File: config.mk
export PLATFORM = sky130hd
export DESIGN_NAME = edf_task_scheduler_core_flat
export DESIGN_NICKNAME = d
export VERILOG_FILES = /design/src/design/edf_pkg.sv /design/src/design/edf_if.sv /design/src/design/edf_task_scheduler_core.sv /design/src/flat_wrapper.sv
export SDC_FILE = /design/constraint.sdc
export NUM_CORES = 2
export LEC_CHECK = 0
export BUFFER_PORTS_ARGS = -buffer_cell sky130_fd_sc_hd__buf_2
export CORE_MARGIN = 2
export CORE_UTILIZATION = 45
export CTS_CLUSTER_DIAMETER = 100
export DETAILED_ROUTE_END_ITERATION = 10
export GPL_ROUTABILITY_DRIVEN = 0
export HOLD_SLACK_MARGIN = 0.15
export SETUP_SLACK_MARGIN = 0.3
export SKIP_CTS_REPAIR_TIMING = 1
export SLEW_MARGIN = 20
export SYNTH_ARGS = -nofsm -noshare
export SYNTH_HDL_FRONTEND = slang
export SYNTH_SLANG_ARGS = --single-unit
File: constraint.sdc
create_clock -name clock -period 14.3 [get_ports clock]
set_input_delay 2.145 -clock clock [delete_from_list [all_inputs] [get_ports clock]]
set_output_delay 2.145 -clock clock [all_outputs]
set_load 0.02 [all_outputs]
File: src/design/edf_pkg.sv
`default_nettype none
package edf_pkg;

   localparam int DL_W     = 15;
   localparam int UTIL_W   = 16;
   localparam int UTOT_W   = 17;
   localparam int STATUS_W = 3;
   localparam int OUT_IDX_W = 4;

   localparam logic [DL_W-1:0]   DL_MAX  = 15'h7FFF;
   localparam logic [UTOT_W:0]   ONE_Q16 = 18'd65536;
   localparam logic [UTIL_W-1:0] UTIL_SAT = 16'hFFFF;

   localparam logic [1:0] OP_TICK     = 2'd0;
   localparam logic [1:0] OP_END      = 2'd1;
   localparam logic [1:0] OP_ACTIVATE = 2'd2;
   localparam logic [1:0] OP_CREATE   = 2'd3;

   localparam logic [2:0] PH_FREE   = 3'd0;
   localparam logic [2:0] PH_SLEEP  = 3'd1;
   localparam logic [2:0] PH_READY  = 3'd2;
   localparam logic [2:0] PH_IDLE   = 3'd3;
   localparam logic [2:0] PH_ZOMBIE = 3'd4;
   localparam logic [2:0] PH_EXEC   = 3'd5;

   localparam logic [STATUS_W-1:0] ST_OK         = 3'd0;
   localparam logic [STATUS_W-1:0] ST_NO_FREE    = 3'd1;
   localparam logic [STATUS_W-1:0] ST_NOT_GUAR   = 3'd2;
   localparam logic [STATUS_W-1:0] ST_EXPIRED    = 3'd3;
   localparam logic [STATUS_W-1:0] ST_OVERRUN    = 3'd4;
   localparam logic [STATUS_W-1:0] ST_NONE_READY = 3'd5;

   function automatic logic [DL_W-1:0] sat_add(input logic [DL_W-1:0] a,
                                               input logic [DL_W-1:0] b);
      logic [DL_W:0] s;
      s = {1'b0, a} + {1'b0, b};
      return s[DL_W] ? DL_MAX : s[DL_W-1:0];
   endfunction

endpackage
`default_nettype wire

File: src/design/edf_if.sv
`default_nettype none
interface edf_req_if;
   logic                     valid;
   logic                     ready;
   logic [1:0]               op;
   logic [3:0]               task_slot;
   logic [edf_pkg::DL_W-1:0] period_ticks;
   logic [edf_pkg::DL_W-1:0] wcet_ticks;
   logic                     hard_task;
   logic                     main_type;

   modport source (output valid, op, task_slot, period_ticks, wcet_ticks, hard_task,
                   main_type, input ready);
   modport sink   (input valid, op, task_slot, period_ticks, wcet_ticks, hard_task,
                   main_type, output ready);
endinterface

interface edf_rsp_if;
   logic                          valid;
   logic                          ready;
   logic [edf_pkg::STATUS_W-1:0]  status;
   logic [edf_pkg::OUT_IDX_W-1:0] running_task;
   logic [edf_pkg::OUT_IDX_W-1:0] created_task;
   logic                          switched;

   modport source (output valid, status, running_task, created_task, switched,
                   input ready);
   modport sink   (input valid, status, running_task, created_task, switched,
                   output ready);
endinterface
`default_nettype wire

File: src/design/edf_task_scheduler_core.sv
`default_nettype none
// Channel   Dir  Beat
// req_chan  in   op, task_slot, period_ticks, wcet_ticks, hard_task, main_type
// rsp_chan  out  status, running_task, created_task, switched
// csr_*     in   lifetime_ticks write (one register)
//
// One item at a time. Task records live in a one-read, one-write memory with
// registered read; list walks visit one entry per cycle, and a hard create runs
// a bit-serial divide.
// After reset a clearing pass over all TASK_COUNT entries fills the table; req is held off.
// A new beat is taken while a finished response still waits in the output register.
module edf_task_scheduler_core #(
   parameter int TASK_COUNT = 16
) (
   input  wire logic                     clock,
   input  wire logic                     reset,
   edf_req_if.sink                       req_chan,
   edf_rsp_if.source                     rsp_chan,
   input  wire logic                     csr_write_enable,
   input  wire logic [edf_pkg::DL_W-1:0] csr_write_data
);

   localparam int IW = (TASK_COUNT > 1) ? $clog2(TASK_COUNT) : 1;
   localparam int LW = IW + 1;
   localparam logic [LW-1:0] NIL = {LW{1'b1}};
   localparam logic [LW-1:0] LINK_N = LW'(TASK_COUNT);
   localparam logic [IW-1:0] LAST_IDX = IW'(TASK_COUNT - 1);

   localparam logic [4:0] S_CLEAR    = 5'd0;
   localparam logic [4:0] S_IDLE     = 5'd1;
   localparam logic [4:0] S_TICK     = 5'd2;
   localparam logic [4:0] S_IDLE_CHK = 5'd3;
   localparam logic [4:0] S_IDLE_RD  = 5'd4;
   localparam logic [4:0] S_SCHED    = 5'd5;
   localparam logic [4:0] S_SCHED_RD = 5'd6;
   localparam logic [4:0] S_END      = 5'd7;
   localparam logic [4:0] S_ACT      = 5'd8;
   localparam logic [4:0] S_ACT_RD   = 5'd9;
   localparam logic [4:0] S_CRE      = 5'd10;
   localparam logic [4:0] S_DIV      = 5'd11;
   localparam logic [4:0] S_CRE_CHK  = 5'd12;
   localparam logic [4:0] S_CRE_WR   = 5'd13;
   localparam logic [4:0] S_INS      = 5'd14;
   localparam logic [4:0] S_INS_CMP  = 5'd15;
   localparam logic [4:0] S_INS_LINK = 5'd16;
   localparam logic [4:0] S_INS_SELF = 5'd17;
   localparam logic [4:0] S_DISP     = 5'd18;
   localparam logic [4:0] S_DISP_RD  = 5'd19;
   localparam logic [4:0] S_RESP     = 5'd20;

   localparam logic LIST_READY = 1'b0;
   localparam logic LIST_IDLE  = 1'b1;

   typedef struct packed {
      logic [edf_pkg::DL_W-1:0] dl;
      logic [edf_pkg::DL_W-1:0] per;
      logic                     hard;
      logic [LW-1:0]            nxt;
      logic [2:0]               phase;
   } task_rec_type;

   task_rec_type mem [TASK_COUNT];
   task_rec_type rdata_ff;
   logic         mem_we;
   logic [IW-1:0] mem_wa, mem_ra;
   task_rec_type mem_wd;

   always_ff @(posedge clock) begin
      if (mem_we) mem[mem_wa] <= mem_wd;
      rdata_ff <= mem[mem_ra];
   end

   logic [4:0] state_ff, state_in, ret_ff, ret_in;
   logic [IW-1:0] clr_ff, clr_in;
   logic [3:0] tix_ff, tix_in;
   logic [edf_pkg::DL_W-1:0] per_ff, per_in, wcet_ff, wcet_in;
   logic hard_ff, hard_in, main_ff, main_in;
   logic [edf_pkg::DL_W-1:0] clk_ff, clk_in, life_ff, life_in;
   logic [LW-1:0] rhead_ff, rhead_in, ihead_ff, ihead_in, free_ff, free_in;
   logic [LW-1:0] nxt_ff, nxt_in;
   task_rec_type run_ff, run_in, cur_ff, cur_in, prv_ff, prv_in;
   logic [IW-1:0] run_idx_ff, run_idx_in, cur_idx_ff, cur_idx_in, prv_idx_ff, prv_idx_in;
   logic run_vld_ff, run_vld_in, prv_vld_ff, prv_vld_in;
   logic old_vld_ff, old_vld_in;
   logic [IW-1:0] old_idx_ff, old_idx_in;
   logic sel_ff, sel_in, woke_ff, woke_in, rchg_ff, rchg_in;
   logic [edf_pkg::UTOT_W-1:0] utot_ff, utot_in;
   logic [edf_pkg::UTIL_W-1:0] util_ff, util_in;
   logic [edf_pkg::DL_W-1:0] rem_ff, rem_in;
   logic [3:0] cnt_ff, cnt_in;
   logic [2:0] fault_ff, fault_in, st_ff, st_in;
   logic [3:0] created_ff, created_in;
   logic rsp_vld_ff, rsp_vld_in;
   logic [2:0] rsp_st_ff, rsp_st_in;
   logic [3:0] rsp_run_ff, rsp_run_in, rsp_cre_ff, rsp_cre_in;
   logic rsp_sw_ff, rsp_sw_in;

   logic req_acc;
   logic [edf_pkg::DL_W-1:0] clk_next;
   logic [edf_pkg::DL_W:0] rem2, rem_sub;
   logic [edf_pkg::UTOT_W:0] usum;
   logic [LW:0] free_inc;
   logic [LW-1:0] head_sel, rd_nxt;
   task_rec_type clr_rec;

   assign req_chan.ready = (state_ff == S_IDLE);
   assign req_acc = req_chan.valid && req_chan.ready;
   assign rsp_chan.valid = rsp_vld_ff;
   assign rsp_chan.status = rsp_st_ff;
   assign rsp_chan.running_task = rsp_run_ff;
   assign rsp_chan.created_task = rsp_cre_ff;
   assign rsp_chan.switched = rsp_sw_ff;

   assign clk_next = clk_ff + 15'd1;
   assign rem2 = {rem_ff, 1'b0};
   assign rem_sub = rem2 - {1'b0, per_ff};
   assign usum = {1'b0, utot_ff} + {2'b00, util_ff};
   assign free_inc = {1'b0, free_ff} + {{LW{1'b0}}, 1'b1};
   assign head_sel = (sel_ff == LIST_IDLE) ? ihead_ff : rhead_ff;
   assign rd_nxt = (rdata_ff.nxt >= LINK_N) ? NIL : rdata_ff.nxt;

   always_comb begin
      clr_rec = '0;
      clr_rec.phase = edf_pkg::PH_FREE;
      clr_rec.nxt = ({1'b0, clr_ff} + {{IW{1'b0}}, 1'b1} >= LINK_N) ? NIL
                    : ({1'b0, clr_ff} + {{IW{1'b0}}, 1'b1});
      if (clr_ff == '0) begin
         clr_rec.dl = edf_pkg::DL_MAX;
         clr_rec.phase = edf_pkg::PH_EXEC;
      end
   end

   always_comb begin
      state_in = state_ff; ret_in = ret_ff; clr_in = clr_ff;
      tix_in = tix_ff; per_in = per_ff; wcet_in = wcet_ff;
      hard_in = hard_ff; main_in = main_ff;
      clk_in = clk_ff; life_in = life_ff;
      rhead_in = rhead_ff; ihead_in = ihead_ff; free_in = free_ff; nxt_in = nxt_ff;
      run_in = run_ff; cur_in = cur_ff; prv_in = prv_ff;
      run_idx_in = run_idx_ff; cur_idx_in = cur_idx_ff; prv_idx_in = prv_idx_ff;
      run_vld_in = run_vld_ff; prv_vld_in = prv_vld_ff;
      old_vld_in = old_vld_ff; old_idx_in = old_idx_ff;
      sel_in = sel_ff; woke_in = woke_ff; rchg_in = rchg_ff;
      utot_in = utot_ff; util_in = util_ff; rem_in = rem_ff; cnt_in = cnt_ff;
      fault_in = fault_ff; st_in = st_ff; created_in = created_ff;
      rsp_vld_in = rsp_vld_ff && !rsp_chan.ready;
      rsp_st_in = rsp_st_ff; rsp_run_in = rsp_run_ff; rsp_cre_in = rsp_cre_ff;
      rsp_sw_in = rsp_sw_ff;
      mem_we = 1'b0; mem_wa = '0; mem_wd = cur_ff; mem_ra = '0;

      if (csr_write_enable) life_in = csr_write_data;

      case (state_ff)
         S_CLEAR: begin
            mem_we = 1'b1;
            mem_wa = clr_ff;
            mem_wd = clr_rec;
            clr_in = clr_ff + 1'b1;
            if (clr_ff == LAST_IDX) state_in = S_IDLE;
         end
         S_IDLE: begin
            if (req_acc) begin
               tix_in = req_chan.task_slot;
               per_in = req_chan.period_ticks; wcet_in = req_chan.wcet_ticks;
               hard_in = req_chan.hard_task; main_in = req_chan.main_type;
               old_vld_in = run_vld_ff; old_idx_in = run_idx_ff;
               st_in = edf_pkg::ST_OK; created_in = '0; woke_in = 1'b0;
               if (fault_ff != edf_pkg::ST_OK) state_in = S_RESP;
               else begin
                  case (req_chan.op)
                     edf_pkg::OP_TICK:     state_in = S_TICK;
                     edf_pkg::OP_END:      state_in = S_END;
                     edf_pkg::OP_ACTIVATE: state_in = S_ACT;
                     default:              state_in = S_CRE;
                  endcase
               end
            end
         end
         S_TICK: begin
            clk_in = clk_next;
            if (clk_next >= life_ff) begin
               fault_in = edf_pkg::ST_EXPIRED;
               state_in = S_RESP;
            end else if (run_vld_ff && run_ff.hard && clk_next > run_ff.dl) begin
               fault_in = edf_pkg::ST_OVERRUN;
               state_in = S_RESP;
            end else state_in = S_IDLE_CHK;
         end
         S_IDLE_CHK: begin
            if (ihead_ff >= LINK_N) state_in = S_SCHED;
            else begin
               mem_ra = ihead_ff[IW-1:0];
               state_in = S_IDLE_RD;
            end
         end
         S_IDLE_RD: begin
            if (rdata_ff.dl <= clk_ff) begin
               ihead_in = rd_nxt;
               cur_in = rdata_ff;
               cur_in.dl = edf_pkg::sat_add(rdata_ff.dl, rdata_ff.per);
               cur_idx_in = ihead_ff[IW-1:0];
               woke_in = 1'b1;
               sel_in = LIST_READY;
               ret_in = S_IDLE_CHK;
               state_in = S_INS;
            end else state_in = S_SCHED;
         end
         S_SCHED: begin
            if (!(woke_ff || rchg_ff)) state_in = S_RESP;
            else begin
               rchg_in = 1'b0;
               if (rhead_ff >= LINK_N) state_in = S_RESP;
               else if (!run_vld_ff) state_in = S_DISP;
               else begin
                  mem_ra = rhead_ff[IW-1:0];
                  state_in = S_SCHED_RD;
               end
            end
         end
         S_SCHED_RD: begin
            if (rdata_ff.dl < run_ff.dl) begin
               cur_in = run_ff;
               cur_idx_in = run_idx_ff;
               sel_in = LIST_READY;
               ret_in = S_DISP;
               state_in = S_INS;
            end else state_in = S_RESP;
         end
         S_END: begin
            if (run_vld_ff) begin
               cur_in = run_ff;
               cur_idx_in = run_idx_ff;
               ret_in = S_DISP;
               state_in = S_INS;
               if (clk_ff < run_ff.dl) sel_in = LIST_IDLE;
               else begin
                  cur_in.dl = edf_pkg::sat_add(run_ff.dl, run_ff.per);
                  sel_in = LIST_READY;
               end
            end else state_in = S_DISP;
         end
         S_ACT: begin
            if (int'(tix_ff) < TASK_COUNT) begin
               mem_ra = IW'(tix_ff);
               state_in = S_ACT_RD;
            end else state_in = S_RESP;
         end
         S_ACT_RD: begin
            if (rdata_ff.phase == edf_pkg::PH_SLEEP) begin
               rchg_in = 1'b1;
               cur_in = rdata_ff;
               if (rdata_ff.hard) cur_in.dl = edf_pkg::sat_add(clk_ff, rdata_ff.per);
               cur_idx_in = IW'(tix_ff);
               sel_in = LIST_READY;
               ret_in = S_RESP;
               state_in = S_INS;
            end else state_in = S_RESP;
         end
         S_CRE: begin
            if (free_ff >= LINK_N) begin
               st_in = edf_pkg::ST_NO_FREE;
               state_in = S_RESP;
            end else if (!hard_ff) state_in = S_CRE_WR;
            else if (wcet_ff > per_ff) begin
               st_in = edf_pkg::ST_NOT_GUAR;
               state_in = S_RESP;
            end else if (wcet_ff == per_ff) begin
               util_in = (per_ff == '0) ? '0 : edf_pkg::UTIL_SAT;
               state_in = S_CRE_CHK;
            end else begin
               rem_in = wcet_ff;
               util_in = '0;
               cnt_in = '0;
               state_in = S_DIV;
            end
         end
         S_DIV: begin
            // restoring divide, one quotient bit per cycle
            if (rem2 >= {1'b0, per_ff}) begin
               rem_in = rem_sub[edf_pkg::DL_W-1:0];
               util_in = {util_ff[edf_pkg::UTIL_W-2:0], 1'b1};
            end else begin
               rem_in = rem2[edf_pkg::DL_W-1:0];
               util_in = {util_ff[edf_pkg::UTIL_W-2:0], 1'b0};
            end
            cnt_in = cnt_ff + 4'd1;
            if (cnt_ff == 4'd15) state_in = S_CRE_CHK;
         end
         S_CRE_CHK: begin
            if (usum > edf_pkg::ONE_Q16) begin
               st_in = edf_pkg::ST_NOT_GUAR;
               state_in = S_RESP;
            end else begin
               utot_in = usum[edf_pkg::UTOT_W-1:0];
               state_in = S_CRE_WR;
            end
         end
         S_CRE_WR: begin
            mem_we = 1'b1;
            mem_wa = free_ff[IW-1:0];
            mem_wd.dl = main_ff ? edf_pkg::DL_MAX : per_ff;
            mem_wd.per = per_ff;
            mem_wd.hard = hard_ff;
            mem_wd.nxt = NIL;
            mem_wd.phase = edf_pkg::PH_SLEEP;
            created_in = 4'(free_ff[IW-1:0]);
            free_in = (free_inc >= {1'b0, LINK_N}) ? NIL : free_inc[LW-1:0];
            state_in = S_RESP;
         end
         S_INS: begin
            prv_vld_in = 1'b0;
            nxt_in = head_sel;
            if (head_sel >= LINK_N) begin
               nxt_in = NIL;
               state_in = S_INS_LINK;
            end else begin
               mem_ra = head_sel[IW-1:0];
               state_in = S_INS_CMP;
            end
         end
         S_INS_CMP: begin
            // equal deadlines go after the existing entry
            if (cur_ff.dl >= rdata_ff.dl) begin
               prv_vld_in = 1'b1;
               prv_idx_in = nxt_ff[IW-1:0];
               prv_in = rdata_ff;
               nxt_in = rd_nxt;
               if (rd_nxt == NIL) state_in = S_INS_LINK;
               else mem_ra = rd_nxt[IW-1:0];
            end else state_in = S_INS_LINK;
         end
         S_INS_LINK: begin
            if (prv_vld_ff) begin
               mem_we = 1'b1;
               mem_wa = prv_idx_ff;
               mem_wd = prv_ff;
               mem_wd.nxt = {1'b0, cur_idx_ff};
            end else if (sel_ff == LIST_IDLE) ihead_in = {1'b0, cur_idx_ff};
            else rhead_in = {1'b0, cur_idx_ff};
            state_in = S_INS_SELF;
         end
         S_INS_SELF: begin
            mem_we = 1'b1;
            mem_wa = cur_idx_ff;
            mem_wd = cur_ff;
            mem_wd.nxt = nxt_ff;
            mem_wd.phase = (sel_ff == LIST_IDLE) ? edf_pkg::PH_IDLE : edf_pkg::PH_READY;
            state_in = ret_ff;
         end
         S_DISP: begin
            if (rhead_ff >= LINK_N) begin
               run_vld_in = 1'b0;
               state_in = S_RESP;
            end else begin
               mem_ra = rhead_ff[IW-1:0];
               state_in = S_DISP_RD;
            end
         end
         S_DISP_RD: begin
            rhead_in = rd_nxt;
            run_in = rdata_ff;
            run_idx_in = rhead_ff[IW-1:0];
            run_vld_in = 1'b1;
            mem_we = 1'b1;
            mem_wa = rhead_ff[IW-1:0];
            mem_wd = rdata_ff;
            mem_wd.phase = edf_pkg::PH_EXEC;
            state_in = S_RESP;
         end
         S_RESP: begin
            if (!rsp_vld_ff || rsp_chan.ready) begin
               rsp_vld_in = 1'b1;
               if (fault_ff != edf_pkg::ST_OK) rsp_st_in = fault_ff;
               else if (st_ff != edf_pkg::ST_OK) rsp_st_in = st_ff;
               else if (!run_vld_ff) rsp_st_in = edf_pkg::ST_NONE_READY;
               else rsp_st_in = edf_pkg::ST_OK;
               rsp_run_in = run_vld_ff ? 4'(run_idx_ff) : 4'd0;
               rsp_cre_in = created_ff;
               rsp_sw_in = (run_vld_ff != old_vld_ff) ||
                           (run_vld_ff && (run_idx_ff != old_idx_ff));
               state_in = S_IDLE;
            end
         end
         default: state_in = S_IDLE;
      endcase
   end

   always_ff @(posedge clock) begin
      if (reset) begin
         state_ff <= S_CLEAR;
         clr_ff <= '0;
         clk_ff <= '0;
         life_ff <= edf_pkg::DL_MAX;
         rhead_ff <= NIL;
         ihead_ff <= NIL;
         free_ff <= (TASK_COUNT > 1) ? LW'(1) : NIL;
         run_ff <= '{dl: edf_pkg::DL_MAX, per: '0, hard: 1'b0, nxt: NIL,
                     phase: edf_pkg::PH_EXEC};
         run_idx_ff <= '0;
         run_vld_ff <= 1'b1;
         rchg_ff <= 1'b0;
         utot_ff <= '0;
         fault_ff <= edf_pkg::ST_OK;
         rsp_vld_ff <= 1'b0;
      end else begin
         state_ff <= state_in;
         clr_ff <= clr_in;
         clk_ff <= clk_in;
         life_ff <= life_in;
         rhead_ff <= rhead_in;
         ihead_ff <= ihead_in;
         free_ff <= free_in;
         run_ff <= run_in;
         run_idx_ff <= run_idx_in;
         run_vld_ff <= run_vld_in;
         rchg_ff <= rchg_in;
         utot_ff <= utot_in;
         fault_ff <= fault_in;
         rsp_vld_ff <= rsp_vld_in;
      end
   end

   always_ff @(posedge clock) begin
      ret_ff <= ret_in;
      tix_ff <= tix_in; per_ff <= per_in; wcet_ff <= wcet_in;
      hard_ff <= hard_in; main_ff <= main_in;
      nxt_ff <= nxt_in;
      cur_ff <= cur_in; prv_ff <= prv_in;
      cur_idx_ff <= cur_idx_in; prv_idx_ff <= prv_idx_in; prv_vld_ff <= prv_vld_in;
      old_vld_ff <= old_vld_in; old_idx_ff <= old_idx_in;
      sel_ff <= sel_in; woke_ff <= woke_in;
      util_ff <= util_in; rem_ff <= rem_in; cnt_ff <= cnt_in;
      st_ff <= st_in; created_ff <= created_in;
      rsp_st_ff <= rsp_st_in; rsp_run_ff <= rsp_run_in; rsp_cre_ff <= rsp_cre_in;
      rsp_sw_ff <= rsp_sw_in;
   end

endmodule
`default_nettype wire

File: src/flat_wrapper.sv
// flat-port wrapper written by rule: the top's interface ports become plain ports
module edf_task_scheduler_core_flat 
#(
   parameter int TASK_COUNT = 16
)
  (clock, reset, csr_write_enable, csr_write_data, req_chan_valid, req_chan_op, req_chan_task_slot, req_chan_period_ticks, req_chan_wcet_ticks, req_chan_hard_task, req_chan_main_type, req_chan_ready, rsp_chan_valid, rsp_chan_status, rsp_chan_running_task, rsp_chan_created_task, rsp_chan_switched, rsp_chan_ready);
  edf_req_if req_chan_i ();
  edf_rsp_if rsp_chan_i ();
  input  wire logic clock;
  input  wire logic reset;
  input  wire logic csr_write_enable;
  input  wire logic [edf_pkg::DL_W-1:0] csr_write_data;
  input wire logic [$bits(req_chan_i.valid)-1:0] req_chan_valid;
  input wire logic [$bits(req_chan_i.op)-1:0] req_chan_op;
  input wire logic [$bits(req_chan_i.task_slot)-1:0] req_chan_task_slot;
  input wire logic [$bits(req_chan_i.period_ticks)-1:0] req_chan_period_ticks;
  input wire logic [$bits(req_chan_i.wcet_ticks)-1:0] req_chan_wcet_ticks;
  input wire logic [$bits(req_chan_i.hard_task)-1:0] req_chan_hard_task;
  input wire logic [$bits(req_chan_i.main_type)-1:0] req_chan_main_type;
  output wire logic [$bits(req_chan_i.ready)-1:0] req_chan_ready;
  output wire logic [$bits(rsp_chan_i.valid)-1:0] rsp_chan_valid;
  output wire logic [$bits(rsp_chan_i.status)-1:0] rsp_chan_status;
  output wire logic [$bits(rsp_chan_i.running_task)-1:0] rsp_chan_running_task;
  output wire logic [$bits(rsp_chan_i.created_task)-1:0] rsp_chan_created_task;
  output wire logic [$bits(rsp_chan_i.switched)-1:0] rsp_chan_switched;
  input wire logic [$bits(rsp_chan_i.ready)-1:0] rsp_chan_ready;
  assign req_chan_i.valid = req_chan_valid;
  assign req_chan_i.op = req_chan_op;
  assign req_chan_i.task_slot = req_chan_task_slot;
  assign req_chan_i.period_ticks = req_chan_period_ticks;
  assign req_chan_i.wcet_ticks = req_chan_wcet_ticks;
  assign req_chan_i.hard_task = req_chan_hard_task;
  assign req_chan_i.main_type = req_chan_main_type;
  assign req_chan_ready = req_chan_i.ready;
  assign rsp_chan_valid = rsp_chan_i.valid;
  assign rsp_chan_status = rsp_chan_i.status;
  assign rsp_chan_running_task = rsp_chan_i.running_task;
  assign rsp_chan_created_task = rsp_chan_i.created_task;
  assign rsp_chan_switched = rsp_chan_i.switched;
  assign rsp_chan_i.ready = rsp_chan_ready;
  edf_task_scheduler_core #(.TASK_COUNT(TASK_COUNT)) u_core (.clock(clock), .reset(reset), .req_chan(req_chan_i), .rsp_chan(rsp_chan_i), .csr_write_enable(csr_write_enable), .csr_write_data(csr_write_data));
endmodule
Word-level counts from Yosys, hierarchy flattened:

Memory sizes are Yosys's and may differ from the RTL's. A register that Yosys moved wholly into a read port is not among the register bits.
Index checks and enable logic that the tools add are counted.

* word-level logic and storage cells: 305
* bits in writable memories: 624
* output and inout bits: 14
* memories kept: 1
* bits in registers: 309
* bits of input ports: 58

* $lt $le $gt $ge: 16
* muxes and demuxes: 130
* bitwise operators: 1
* $add $sub $neg: 10
* reductions and logical operators: 46
* equality and inequality tests: 51

Memories
* u_core.mem: depth 16, bits a word 39, read ports 1, clocked after memory_dff 1, wr ports 1, line edf_task_scheduler_core.sv:62 `task_rec_type mem [TASK_COUNT];`

Operator list (count)
* 39-bit two-way mux: 5
* 39-bit one-hot mux with 5 select lines: 1
* 15-bit two-way mux: 12
* 5-bit two-way mux: 35
* 39-bit one-hot mux with 4 select lines: 1
* 5-bit one-hot mux with 20 select lines: 1
* 16-bit two-way mux: 5
* 4-bit two-way mux: 19
* 15-bit by 15-bit adder with 16-bit output: 3
* 5-bit by 4-bit == test with 1-bit output, second input constant: 8
* 3-bit two-way mux: 13
* 16-bit one-hot mux with 2 select lines: 1
* 5-bit == test, second input constant: 6
* 15-bit >= comparator: 2
* 5-bit >= comparator, second input constant: 6
* 15-bit > comparator: 2
* 15-bit less-than comparator: 2
* 15-bit one-hot mux with 2 select lines: 1
* 5-bit one-hot mux with 2 select lines: 3
* 2-bit by 1-bit inequality test with 1-bit output, second input constant: 13
* 4-bit one-hot mux with 6 select lines: 1
* 5-bit by 3-bit == test with 1-bit output, second input constant: 4
* 4-bit one-hot mux with 5 select lines: 1
* 5-bit one-hot mux with 4 select lines: 1
* other kinds (46): 108

Depth between registers and ports, before layout:

* depth in word-level cells: 7
* gate-level depth with buffers: 15
* depth with buffers taken out: 15

Least setup slack after synthesis:

No wires, ideal clock.

* path kind: reg-to-reg
* start point: register u_core.run_ff[25] (netlist name)
* end point: register u_core.cur_ff[0] (netlist name) (enable)
* required time: 13.774 ns
* period minus slack after synthesis: 5.928 ns
* setup slack: 8.372 ns
* library setup time: 0.526 ns
* stages on the path, launching flop included: 9
* path buffers: 0
* arrival time: 5.403 ns
* cells stage by stage: dfxtp_1 -> inv_1 -> ha_1 -> a2111oi_0 -> o31ai_1 -> o31ai_1 -> a21oi_1 -> a221o_1 -> a211oi_1

* cells in the longest elaborated chain, start to end: 3

RTL lines
* from (decl): line edf_task_scheduler_core.sv:81 `task_rec_type run_ff, run_in, cur_ff, cur_in, prv_ff, prv_in;`
* from (signal assigned): line edf_task_scheduler_core.sv:397 `run_ff <= '{dl: edf_pkg::DL_MAX, per: '0, hard: 1'b0, nxt: NIL,`
* from (signal assigned): line edf_task_scheduler_core.sv:413 `run_ff <= run_in;`
* 15-bit less-than comparator: line edf_task_scheduler_core.sv:221 `if (rdata_ff.dl < run_ff.dl) begin`
* 2-bit by 1-bit inequality test with 1-bit output (no line)
* 5-bit AND reduction (no line)
* to (signal assigned): line edf_task_scheduler_core.sv:428 `cur_ff <= cur_in; prv_ff <= prv_in;`
* to (decl): line edf_task_scheduler_core.sv:81

Every way passes these cells.
A chain may end at the register's enable or synchronous reset.

Worst setup path after layout:

* start point: register u_core.state_ff[1]
* end point: register u_core.rdata_ff[14] (netlist name)

* cells in the longest elaborated chain, start to end: 2

RTL lines
* from (decl): line edf_task_scheduler_core.sv:73 `logic [4:0] state_ff, state_in, ret_ff, ret_in;`
* from (signal assigned): line edf_task_scheduler_core.sv:406 `state_ff <= state_in;`
* 5-bit == test, or another cell as far along: line edf_task_scheduler_core.sv:153 `case (state_ff)`
* 4-bit one-hot mux with 6 select lines *: line edf_task_scheduler_core.sv:153

Mark *: on every way between the ends. The rest lies on a longest branch, timed or not.

==> impl_metrics.py <==
metrics = {
    "die": {
        "row_count": 117,
        "coreArea_mm2": 0.102,
        "die_width_um": 325,
        "die-area_mm2": 0.105,
        "start_util_pct": 45.4,
        "io_pins": 72,
        "die_h_um": 325,
    },
    "place": {
        "portBuffers": 71,
        "dp_hpwl_um": 81900,
    },
    "timing": {
        "hold_viol_final": 0,
        "worst_pin_slew_ns": 1.23,
        "setup_tns_ns": 0,
        "fmax_ghz": 0.189,
        "slew_headroom_pct": 18.2,
        "finalCriticalPeriod_ns": 5.29,
        "drv_slew": 0,
        "setup_violations": 0,
        "clock_skew_ns": 0.0396,
        "rsz0062_at_grt": "no",
        "post-route-period-util_pct": 37.0,
        "whs_ns": 0.425,
    },
    "detailed_routing": {
        "drcViolationCount": 0,
        "drt_pass1_iterations": 6,
        "vias": 33102,
        "postRouteAntennaNets": 0,
        "wl_per_cell_um": 26.1,
        "drtIter0Drc": 3255,
        "wl_um": 139000,
        "vias_per_cell": 6.22,
    },
    "logic_synthesis": {
        "async_flop_share_pct": 0,
        "synth_area_leaders": "edfxtp_1, dfxtp_1, ha_1",
        "synth_enable_flop_cells": 811,
        "synth-main-ff-cell": "edfxtp_1",
        "synth_xor_area_share_pct": 1.42,
        "synth_top_cell_area_share_pct": 52.6,
        "netlist_area_mm2": 0.0463,
        "syn-num-nets": 4117,
        "yosysSeqAreaShare_pct": 59.5,
        "synth_top_family_by_area": "compound AO/OA/AOI/OAI gates",
        "syn_avg_cell_area_um2": 12.0,
        "synth_top_area_cell": "edfxtp_1",
        "ys_warn_count": 0,
        "synth_fa_ha_area_share_pct": 5.25,
        "synth_seq_cells": 969,
        "synth_cells": 3868,
        "synthSimpleGateAreaFrac_pct": 12.9,
        "synth_cell_types": 98,
        "muxShareOfSynthArea_pct": 1.33,
        "synth_compound_area_share_pct": 16.4,
    },
    "setup_path": {
        "crit_fanout": 80,
        "cp-start-kind": "flip-flop",
        "critPathRequiredTime_ns": 14.87,
        "r2r_start": "u_core.state_ff[1]$_SDFFE_PP0P_",
        "arrival_ns": 5.87,
        "crit_type": "reg -> reg",
        "reg2reg_to": "u_core.rdata_ff[14]$_DFF_P_",
        "startpoint": "u_core.state_ff[1]$_SDFFE_PP0P_",
        "endpoint_kind": "flip-flop",
        "r2r_cells": 10,
        "rrSetupSlack_ns": 9.01,
    },
    "clock_network": {
        "cts_buffer_depth": 3,
        "numCtsBuffers": 103,
        "cts_sinks": 969,
        "tritoncts": "done",
        "clk_pin_slew_ns": 0.06,
        "htreeDepth": 3,
        "clk_latency_ns": 0.71,
        "clock-root-buffer": "clkbuf_16",
    },
    "hold_path": {
        "hold_start": "u_core.created_ff[3]$_SDFFCE_PN0P_",
        "whs_path_depth": 0,
        "holdPathEnd": "u_core.rsp_chan.created_task[3]$_DFFE_PP_",
        "min_path_type": "reg -> reg",
    },
    "finish": {
        "drive_gt1_share_pct": 10.2,
        "layout.nets": 4114,
        "final_common_cell": "edfxtp_1",
        "area_delta_synth_final_pct": 11.6,
        "most-common-layout-cells": "edfxtp_1, nand2_1, and3_1, o21ai_0, ha_1",
    },
    "pwr": {
        "vdd_drop_max_mv": 0.0930,
        "power_density_mw_per_mm2": 123,
        "leakage_nw": 18.7,
    },
    "status": {
        "outcome": "completed",
    },
    "grt": {
        "grt_pass1_vias": 31970,
        "grt.overflow.total": 0,
        "antenna_found_initial": 6,
        "track_usage_pct": 25.8,
        "grt_pass1_wl_um": 207000,
        "grt_max_degree": 154,
    },
    "flow_run": {
        "max_cap_viol_count": 0,
    },
}
==> cell families (layout without fill, tap and decap cells) <==
kind of cell / after synthesis / in the layout
xor+xnor: 75 / 75
simple gates: 1121 / 1121
mux: 58 / 58
other cells: 0 / 1
compound gates: 1077 / 1077
fa+ha+maj: 191 / 191
buf+inv: 377 / 464
flops: 969 / 969
==> layout make-up <==
cell class	count	area, um2
antenna	1	2.50
clock buffer	145	2870
clock inverter	50	554
fill	8993	50300
inverter	125	469
multi-input combinational	2522	17600
sequential	969	27500
tap	1368	1710
timing repair buffer	144	936
==> flip-flops by register name, indices dropped and copies added (netlist names), 5 cells and up <==
register / count
u_core.per_ff: 15
u_core.free_ff: 5
u_core.cur_ff: 39
u_core.nxt_ff: 5
u_core.wcet_ff: 15
u_core.mem: 624
u_core.utot_ff: 17
u_core.rhead_ff: 5
u_core.prv_ff: 34
u_core.run_ff: 39
u_core.life_ff: 15
u_core.rdata_ff: 39
u_core.state_ff: 5
u_core.util_ff: 16
u_core.clk_ff: 15
u_core.rem_ff: 15
u_core.ihead_ff: 5
==> layer usage <==
metal | global-route usage (%) | vias up | wire length [um]
met5 | 0 | - | 0
met4 | 9.58 | 0 | 4910
met3 | 3.38 | 232 | 9820
met2 | 41.8 | 1280 | 64700
met1 | 35.5 | 16492 | 59400
li1 | - | 15098 | -
==> critical path: stages, from the launching register on <==
cell and delay (ns):
dfxtp_1 0.74, nand2_1 0.34, nor3_2 0.54, nand2_1 0.21
a211oi_4 0.21, buf_4 0.86, or2_4 0.82, and3_2 0.46
buf_4 0.53, o21ai_0 0.19, and4_1 0.22
==> stage by stage <==
step	total power, W	area [um2]	instances	setup slack (ns)	util [%]
after detailed placement	0.00366	48100	5127	9.04	47.3
final	0.00633	51600	5324	9.01	50.7
after global routing	0.00651	51600	5323	8.66	50.7
after global placement	0.00365	48100	5127	9.18	47.3
after floorplan	0.00349	46300	3868	8.37	-
after CTS	0.00635	51600	5322	9.01	50.6
==> synth_stat cells, types with 20 or more instances <==
| cell | number |
|---|---|
| edfxtp_1 | 811 |
| nand2_1 | 319 |
| and3_1 | 252 |
| o21ai_0 | 226 |
| clkbuf_1 | 196 |
| ha_1 | 186 |
| a211oi_1 | 169 |
| dfxtp_1 | 158 |
| nor2_1 | 156 |
| a21oi_1 | 151 |
| inv_1 | 124 |
| nor3b_1 | 86 |
| a2111oi_0 | 85 |
| a221oi_1 | 85 |
| o211ai_1 | 58 |
| xnor2_1 | 58 |
| nand3_1 | 56 |
| a21o_1 | 47 |
| and4_1 | 43 |
| nor3_1 | 43 |
| buf_2 | 41 |
| mux2_2 | 29 |
| mux2i_1 | 29 |
| nor2b_1 | 29 |
| o21ai_1 | 27 |
| nand4_1 | 26 |
| o21a_1 | 26 |
| or3_1 | 22 |
| a221o_1 | 21 |
| a31oi_1 | 21 |
| o31ai_1 | 21 |
| o2111ai_1 | 20 |
==> power by group <==
part / total [W] / switching, W / internal, W
Combinational: 0.000389 / 0.000254 / 0.000135
Sequential: 0.00322 / 0.0000645 / 0.00316
Clock: 0.00272 / 0.00114 / 0.00157
Total: 0.00633 / 0.00146 / 0.00486
==> how the worst max path moves through the flow <==
stage               cells after the start                          end
floorplan                               8   u_core.cur_ff[0]$_DFFE_PP_
global placement                       10  u_core.rdata_ff[20]$_DFF_P_
CTS                                    10  u_core.rdata_ff[14]$_DFF_P_
detailed placement                     10  u_core.rdata_ff[14]$_DFF_P_
global route                           10  u_core.rdata_ff[14]$_DFF_P_
finish                                 10  u_core.rdata_ff[14]$_DFF_P_
Power figures use the tool's default switching activity.
